<file path="src/rtl/core/assert_macros.svh">
// Assertion helpers shared by the RTL files.
`ifndef ASSERT_MACROS_SVH
`define ASSERT_MACROS_SVH

// Check a property on every rising edge while out of reset.
`define WMVF_ASSERT(lbl, clk, rst_n, prop, msg) \
    lbl: assert property (@(posedge clk) disable iff (!(rst_n)) (prop)) else $error(msg);

// Check a property on every rising edge, reset included.
`define WMVF_ASSERT_ALWAYS(lbl, clk, prop, msg) \
    lbl: assert property (@(posedge clk) (prop)) else $error(msg);

`endif

</file>
<file path="src/rtl/core/wmvf_pkg.sv">
`timescale 1ns / 1ps
`default_nettype none

package wmvf_pkg;

    // field widths
    localparam int FUNC_W  = 2;
    localparam int CLASS_W = 4;
    localparam int COUNT_W = 8;
    localparam int IDLE_W  = 16;

    // ids at or above this limit never enter the window
    localparam logic [CLASS_W-1:0] ACCEPT_LIMIT = 4'd5;

    // idle timeout after reset
    localparam logic [IDLE_W-1:0] TIMEOUT_RESET = 16'd5;

    // idle counter ceiling
    localparam logic [IDLE_W-1:0] IDLE_MAX = 16'hFFFF;

    // input beat function codes
    typedef enum logic [FUNC_W-1:0] {
        FUNC_DET    = 2'd0,
        FUNC_REPORT = 2'd1,
        FUNC_TICK   = 2'd2
    } t_func;

    // result kind codes
    localparam logic KIND_VOTE = 1'b0;
    localparam logic KIND_NONE = 1'b1;

    // vote engine status toward the top level
    typedef struct packed {
        logic               done;
        logic [CLASS_W-1:0] best;
    } t_vote_sts;

endpackage

`default_nettype wire

</file>
<file path="src/rtl/core/wmvf_vote.sv">
`timescale 1ns / 1ps
`default_nettype none

`include "assert_macros.svh"

module wmvf_vote #(
    parameter int WINDOW      = 10,
    parameter int NUM_CLASSES = 11
) (
    input  wire logic                         i_clk,
    input  wire logic                         i_rst_n,
    input  wire logic                         i_start,
    output logic [$clog2(WINDOW)-1:0]         o_rd_idx,
    input  wire logic [wmvf_pkg::CLASS_W-1:0] i_rd_data,
    output wmvf_pkg::t_vote_sts               o_sts
);
    import wmvf_pkg::*;

    localparam int WIDX_W = $clog2(WINDOW);
    localparam int CIDX_W = $clog2(NUM_CLASSES);
    localparam int CNT_W  = $clog2(WINDOW + 1);

    typedef enum logic [2:0] {
        V_IDLE  = 3'b001,
        V_TALLY = 3'b010,
        V_SCAN  = 3'b100
    } t_vstate;

    t_vstate           r_vstate;
    logic [CNT_W-1:0]  r_tally [NUM_CLASSES];
    logic [WIDX_W-1:0] r_idx;
    logic [CIDX_W-1:0] r_k;
    logic [CIDX_W-1:0] r_best;
    logic [CNT_W-1:0]  r_best_cnt;

    logic              in_range;
    logic [CNT_W-1:0]  tally_rd;
    logic              better;
    logic              last_k;

    // entry counts only when it names a known class
    assign in_range = {1'b0, i_rd_data} < (CLASS_W + 1)'(NUM_CLASSES);
    assign tally_rd = r_tally[r_k];
    assign better   = tally_rd > r_best_cnt;
    assign last_k   = r_k == CIDX_W'(NUM_CLASSES - 1);
    assign o_rd_idx = r_idx;

    // report the winner on the last scan step; strict compare keeps the lowest class
    always_comb begin
        o_sts.done = (r_vstate == V_SCAN) && last_k;
        o_sts.best = CLASS_W'(better ? r_k : r_best);
    end

    // tally one window entry a cycle, then scan one class a cycle
    always_ff @(posedge i_clk) begin
        if (!i_rst_n) begin
            r_vstate <= V_IDLE;
        end else begin
            case (r_vstate)
                V_IDLE: begin
                    if (i_start) begin
                        for (int c = 0; c < NUM_CLASSES; c++) begin
                            r_tally[c] <= '0;
                        end
                        r_idx    <= '0;
                        r_vstate <= V_TALLY;
                    end
                end
                V_TALLY: begin
                    if (in_range) begin
                        r_tally[i_rd_data[CIDX_W-1:0]] <=
                            r_tally[i_rd_data[CIDX_W-1:0]] + 1'b1;
                    end
                    r_idx <= r_idx + 1'b1;
                    if (r_idx == WIDX_W'(WINDOW - 1)) begin
                        r_k        <= '0;
                        r_best     <= '0;
                        r_best_cnt <= '0;
                        r_vstate   <= V_SCAN;
                    end
                end
                V_SCAN: begin
                    if (better) begin
                        r_best     <= r_k;
                        r_best_cnt <= tally_rd;
                    end
                    if (last_k) begin
                        r_vstate <= V_IDLE;
                    end else begin
                        r_k <= r_k + 1'b1;
                    end
                end
                default: begin
                    r_vstate <= V_IDLE;
                end
            endcase
        end
    end

    `WMVF_ASSERT(a_vstate_onehot, i_clk, i_rst_n, $onehot(r_vstate), "vote state not one-hot")
    `WMVF_ASSERT(a_start_idle, i_clk, i_rst_n, i_start |-> r_vstate == V_IDLE, "start while busy")
    `WMVF_ASSERT(a_done_then_idle, i_clk, i_rst_n, o_sts.done |=> r_vstate == V_IDLE, "no return to idle")

endmodule

`default_nettype wire

</file>
<file path="src/rtl/core/windowed_mode_vote_filter_unit.sv">
`timescale 1ns / 1ps
`default_nettype none

// Channel   Direction  Handshake                    Payload
// input     in         i_in_valid / o_in_stall      i_func, i_class_id, i_object_count
// result    out        o_out_valid / i_out_stall    o_result_kind, o_voted_class
// config    in         i_cfg_valid / o_cfg_ready    i_cfg_data (idle timeout)
//
// Ticks, reports without timeout and ids without a vote leave the input free; a timeout
// stalls it until the result moves out. An id that fills the window stalls the input
// while the vote engine tallies one window entry a cycle, then scans one class a cycle
// through its single counter and comparator.
// Reset is synchronous and active low; it clears window, fill and idle counts.
// A result waits while the output register holds a stalled result; input stays stalled until it moves out.

`include "assert_macros.svh"

module windowed_mode_vote_filter_unit #(
    parameter int WINDOW      = 10,
    parameter int NUM_CLASSES = 11
) (
    input  wire logic                         i_clk,
    input  wire logic                         i_rst_n,
    input  wire logic                         i_in_valid,
    output logic                              o_in_stall,
    input  wire logic [wmvf_pkg::FUNC_W-1:0]  i_func,
    input  wire logic [wmvf_pkg::CLASS_W-1:0] i_class_id,
    input  wire logic [wmvf_pkg::COUNT_W-1:0] i_object_count,
    output logic                              o_out_valid,
    input  wire logic                         i_out_stall,
    output logic                              o_result_kind,
    output logic [wmvf_pkg::CLASS_W-1:0]      o_voted_class,
    input  wire logic                         i_cfg_valid,
    output logic                              o_cfg_ready,
    input  wire logic [wmvf_pkg::IDLE_W-1:0]  i_cfg_data
);
    import wmvf_pkg::*;

    localparam int WIDX_W = $clog2(WINDOW);
    localparam int FILL_W = $clog2(WINDOW + 1);

    typedef enum logic [2:0] {
        S_IDLE = 3'b001,
        S_VOTE = 3'b010,
        S_PEND = 3'b100
    } t_state;

    t_state              r_state;
    t_state              n_state;
    logic [CLASS_W-1:0]  r_win [WINDOW];
    logic [FILL_W-1:0]   r_fill;
    logic [FILL_W-1:0]   n_fill;
    logic [IDLE_W-1:0]   r_idle;
    logic [IDLE_W-1:0]   r_timeout;
    logic                r_pend_kind;
    logic [CLASS_W-1:0]  r_pend_class;
    logic                r_out_valid;
    logic                r_out_kind;
    logic [CLASS_W-1:0]  r_out_class;

    logic                in_acc;
    logic                det_ok;
    logic                vote_start;
    logic [IDLE_W-1:0]   idle_eff;
    logic                timed_out;
    logic                out_free;
    logic [WIDX_W-1:0]   rd_idx;
    t_vote_sts           vote_sts;

    assign o_in_stall    = r_state != S_IDLE;
    assign o_cfg_ready   = 1'b1;
    assign o_out_valid   = r_out_valid;
    assign o_result_kind = r_out_kind;
    assign o_voted_class = r_out_class;

    // decode the accepted beat
    assign in_acc     = i_in_valid && !o_in_stall;
    assign det_ok     = (i_func == FUNC_DET) && (i_class_id < ACCEPT_LIMIT);
    assign n_fill     = (r_fill < FILL_W'(WINDOW)) ? r_fill + 1'b1 : r_fill;
    assign vote_start = in_acc && det_ok && (n_fill == FILL_W'(WINDOW));
    assign idle_eff   = (i_object_count != '0) ? '0 : r_idle;
    assign timed_out  = (i_func == FUNC_REPORT) && (idle_eff > r_timeout);
    assign out_free   = !r_out_valid || !i_out_stall;

    wmvf_vote #(
        .WINDOW      (WINDOW),
        .NUM_CLASSES (NUM_CLASSES)
    ) u_vote (
        .i_clk     (i_clk),
        .i_rst_n   (i_rst_n),
        .i_start   (vote_start),
        .o_rd_idx  (rd_idx),
        .i_rd_data (r_win[rd_idx]),
        .o_sts     (vote_sts)
    );

    // sequence: idle, wait for the vote, hold the result until the output is free
    always_comb begin
        n_state = r_state;
        case (r_state)
            S_IDLE: begin
                if (vote_start) begin
                    n_state = S_VOTE;
                end else if (in_acc && timed_out) begin
                    n_state = S_PEND;
                end
            end
            S_VOTE: begin
                if (vote_sts.done) begin
                    n_state = S_PEND;
                end
            end
            S_PEND: begin
                if (out_free) begin
                    n_state = S_IDLE;
                end
            end
            default: begin
                n_state = S_IDLE;
            end
        endcase
    end

    // advance window, counters and config
    always_ff @(posedge i_clk) begin
        if (!i_rst_n) begin
            r_state   <= S_IDLE;
            r_fill    <= '0;
            r_idle    <= '0;
            r_timeout <= TIMEOUT_RESET;
            for (int k = 0; k < WINDOW; k++) begin
                r_win[k] <= '0;
            end
        end else begin
            r_state <= n_state;
            if (i_cfg_valid && o_cfg_ready) begin
                r_timeout <= i_cfg_data;
            end
            if (in_acc && det_ok) begin
                for (int k = 0; k < WINDOW - 1; k++) begin
                    r_win[k] <= r_win[k + 1];
                end
                r_win[WINDOW - 1] <= i_class_id;
                r_fill            <= n_fill;
            end
            if (in_acc && (i_func == FUNC_REPORT) && (i_object_count != '0)) begin
                r_idle <= '0;
            end
            if (in_acc && (i_func == FUNC_TICK) && (r_idle != IDLE_MAX)) begin
                r_idle <= r_idle + 1'b1;
            end
        end
    end

    // hold the pending result
    always_ff @(posedge i_clk) begin
        if (r_state == S_IDLE && in_acc && timed_out) begin
            r_pend_kind  <= KIND_NONE;
            r_pend_class <= '0;
        end else if (r_state == S_VOTE && vote_sts.done) begin
            r_pend_kind  <= KIND_VOTE;
            r_pend_class <= vote_sts.best;
        end
    end

    // output register: load a pending result, drop a beat once taken
    always_ff @(posedge i_clk) begin
        if (!i_rst_n) begin
            r_out_valid <= 1'b0;
        end else if (r_state == S_PEND && out_free) begin
            r_out_valid <= 1'b1;
            r_out_kind  <= r_pend_kind;
            r_out_class <= r_pend_class;
        end else if (!i_out_stall) begin
            r_out_valid <= 1'b0;
        end
    end

    `WMVF_ASSERT(a_state_onehot, i_clk, i_rst_n, $onehot(r_state), "state not one-hot")
    `WMVF_ASSERT(a_vote_full, i_clk, i_rst_n, r_state == S_VOTE |-> r_fill == FILL_W'(WINDOW), "vote with partial window")
    `WMVF_ASSERT(a_none_zero, i_clk, i_rst_n, (o_out_valid && o_result_kind == KIND_NONE) |-> o_voted_class == '0, "none result carries a class")
    `WMVF_ASSERT(a_seen_no_result, i_clk, i_rst_n, (in_acc && i_func == FUNC_REPORT && i_object_count != '0) |=> r_state == S_IDLE, "result after objects seen")

endmodule

`default_nettype wire

</file>
<file path="config.mk">
export PLATFORM = sky130hd
export DESIGN_NAME = windowed_mode_vote_filter_unit
export DESIGN_NICKNAME = d
export VERILOG_FILES = /design/src/rtl/core/wmvf_pkg.sv /design/src/rtl/core/wmvf_vote.sv /design/src/rtl/core/windowed_mode_vote_filter_unit.sv
export VERILOG_INCLUDE_DIRS = /design/src /design/src/rtl/core
export SDC_FILE = /design/constraint.sdc
export NUM_CORES = 1
export LEC_CHECK = 0
export BUFFER_PORTS_ARGS = -buffer_cell sky130_fd_sc_hd__buf_4
export CORE_MARGIN = 2
export CORE_UTILIZATION = 58
export CTS_BUF_LIST = sky130_fd_sc_hd__clkbuf_16
export CTS_CLUSTER_SIZE = 25
export DETAILED_ROUTE_END_ITERATION = 7
export PLACE_DENSITY = 0.79
export SLEW_MARGIN = 15
export SYNTH_ARGS = -nofsm -noshare
export SYNTH_HDL_FRONTEND = slang
export SYNTH_SLANG_ARGS = --single-unit
</file>
<file path="constraint.sdc">
create_clock -name i_clk -period 6.26 [get_ports i_clk]
set_clock_uncertainty 0.15 [all_clocks]
set_input_delay 0.626 -clock i_clk [delete_from_list [all_inputs] [get_ports i_clk]]
set_output_delay 0.626 -clock i_clk [all_outputs]
set_load 0.05 [all_outputs]
</file>
==> reports/qor.yml <==
tightest_slew_ns: 1.03
hpwlAfterDp_mm: 13.4
clk_pin_slew_ns: 0.06
syn_inst: 805
layoutNonFillerInstCount: 1078
drive_gt1_share_pct: 16.4
cts_max_level: 4
ys_ff_latch: 181
drt_wl_total_mm: 19.4
yosysWarnings: 0
grt_pass1_wl_mm: 31.8
ioPinCount: 43
rrSetupSlack_ns: 1.70
cts_root_buffer: "clkbuf_16"
rr_endpoint: "u_vote.r_tally[15][2]$_DFFE_PP_"
drv_slew: 0
path_class: "register to register"
rr_worst_depth: 13
path_buf_inv: 3
num_vias: 6304
min_path_type: "primary input to register"
totalPowerFinal_mw: 2.56
max_cap_violations: 0
setup-violations-final: 0
hold_path_end: "r_timeout[2]$_SDFFE_PN1P_"
rsz0062_at_grt: "no"
preCtsSetupSlack_ns: 1.83
fmax_mhz: 219
cp.arrival_ns: 4.57
avgViaCountPerCell: 5.85
slew_headroom_pct: 31.3
synth-seq-area-share_pct: 52.3
critPathTopFamily: "multiplexers"
outcome: "finished clean"
slowest_delay_ns: 0.82
portBuffers: 41
async_reset_ff_share_pct: 0
grt_pass1_vias: 6357
overflow: 0
syn_area_mm2: 0.00924
placedCellCount: 1046
min_period_ns: 4.56
yosysTopAreaCellShare_pct: 39.3
synth_edf_count: 121
dieArea_mm2: 0.0170
dpl_cell_area_mm2: 0.00972
tritoncts: "built"
synth_area_leaders: "edfxtp_1, dfxtp_1, mux4_2"
finalCoreUtilization_pct: 66.0
finalInstanceArea_mm2: 0.0104
drt_iter0_drc: 524
cp-end-kind: "register"
hold_viol_final: 0
cts_made_buffers: 17
crit_slowest_cell: "dfxtp_1"
post_drt_wl_per_cell_um: 18.0
synthFlopType: "edfxtp_1"
syn2layout_area_growth_pct: 12.1
power_density_mw_per_mm2: 247
cp_max_fo: 35
tns_ns: 0
coreArea_mm2: 0.0157
ant_nets: 0
gp_congestion: 0.986
hp-start: "i_cfg_data[2]"
diodes: 0
cts_sinks: 181
nNetsFinal: 911
cts_hold_buf: 0
fp-row-count: 46
path_cells: "mux4_1 -> mux2i_2 -> o21ai_4 -> buf_4 -> mux2i_1 -> mux2i_1 -> a22o_1 -> nor2_1 -> inv_1 -> ha_1 -> xor2_1 -> nand2b_1 -> inv_2"
synth_area_per_cell_um2: 11.5
p_leak_nw: 3.98
clockBufferDepth: 2
peakVddDrop_uv: 190
required_ns: 6.26
die_w_um: 130
fin_hold_ws_ns: 0.259
start_kind: "register"
drtPass1Iterations: 5
yosys.cell_types.count: 67
cp_common_cell: "mux2i_1"
grt_max_degree: 54
setup_slack_ns: 1.70
grt_util_all_layers_pct: 24.4
antenna_found_initial: 0
period_share_pct: 72.9
start_util_pct: 58.8
worst_skew_pair.late_latency_ns: 0.44
die_h_um: 130
whs_path_depth: 3
cts_setup_buffers: 0
yosys.area.top_type: "edfxtp_1"
drc: 0
cts.repair.resized: 0
cell usage in the layout, fill, tap and decap left out, drive strengths merged, types with 9 or more instances in the layout:
cell type	Yosys	final
edfxtp	121	121
nor2	111	111
dfxtp	60	60
mux2i	59	59
nand2	53	53
and3	48	48
buf	14	46
a21oi	38	38
inv	34	37
mux4	28	28
ha	27	27
and2	23	23
conb	2	22
o21ai	22	22
clkbuf	27	20
mux2	17	17
nor3	15	15
nand3	11	11
nor2b	9	9
cell type report:
| cell class | instances | area, um^2 |
|---|---|---|
| clock inverters | 12 | 145 |
| multi-input cells | 569 | 4140 |
| inverters | 34 | 128 |
| clock buffers | 20 | 500 |
| well taps | 216 | 270 |
| flip-flops and latches | 181 | 4830 |
| repair buffers | 46 | 345 |
| fillers | 1135 | 5350 |
worst max path at each step:
stage,cells after the start,endpoint,start
global placement,15,r_state[0]$_SDFFE_PN1P_,i_object_count[5]
global route,13,u_vote.r_tally[15][2]$_DFFE_PP_,register
finish,13,u_vote.r_tally[15][2]$_DFFE_PP_,register
CTS,13,u_vote.r_tally[15][2]$_DFFE_PP_,register
detailed placement,15,r_state[0]$_SDFFE_PN1P_,i_object_count[5]
floorplan,15,r_pend_class[1]$_SDFFE_PP0P_,register
synth_stat cells (11+ instances only):
master    count
a21oi_1      36
and2_1       22
and3_1       48
clkbuf_1     26
dfxtp_1      60
edfxtp_1    121
ha_1         27
inv_1        33
mux2_2       11
mux2i_1      57
mux4_2       26
nand2_1      53
nand3_1      11
nor2_1      102
nor3_1       14
o21ai_0      12
registers in the layout (all words and copies together) (netlist names), 4 cells and up, named ones only:
signal             count
u_vote.r_tally        64
r_win                 40
r_idle                16
r_timeout             16
o_voted_class          4
r_fill                 4
r_pend_class           4
u_vote.o_rd_idx        4
u_vote.r_best          4
u_vote.r_best_cnt      4
u_vote.r_k             4
routing by layer:
layer / track usage [%] / part of all wire, % / up-vias
met4: 8.98 / 1.9 / 0
met3: 5.66 / 6.2 / 43
met1: 32.3 / 43 / 3044
met2: 39.7 / 49 / 231
li1: - / - / 2986
met5: 0 / 0 / -
power by group:
| group | leakage [nW] | switching [mW] | total (mW) | internal, mW |
|---|---|---|---|---|
| combinational | 2.06 | 0.0635 | 0.111 | 0.0470 |
| sequential | 1.61 | 0.0124 | 1.30 | 1.29 |
| clock | 0.318 | 0.451 | 1.15 | 0.697 |
logic make-up (layout without fill, tap and decap cells):
kind of cell	count (synthesis)	in the layout	share of synthesized area, %
AOI/OAI and AO/OA	100	100	7.14
adders and majority gates	27	27	3.66
buffers and inverters	75	112	3.71
muxes	104	104	15.4
DFF	181	181	52.3
other	2	22	0.0813
and+or+nand+nor	306	306	16.6
xor gates and xnor gates	10	10	1.03
worst register-to-register path, stage by stage, from the launching register on:
cell      delay (ns)
dfxtp_1         0.82
mux4_1          0.69
mux2i_2         0.23
o21ai_4         0.06
buf_4           0.31
mux2i_1         0.27
mux2i_1         0.10
a22o_1          0.30
nor2_1          0.21
inv_1           0.07
ha_1            0.19
xor2_1          0.19
nand2b_1        0.53
inv_2           0.15
Power figures use the tool's default switching activity.
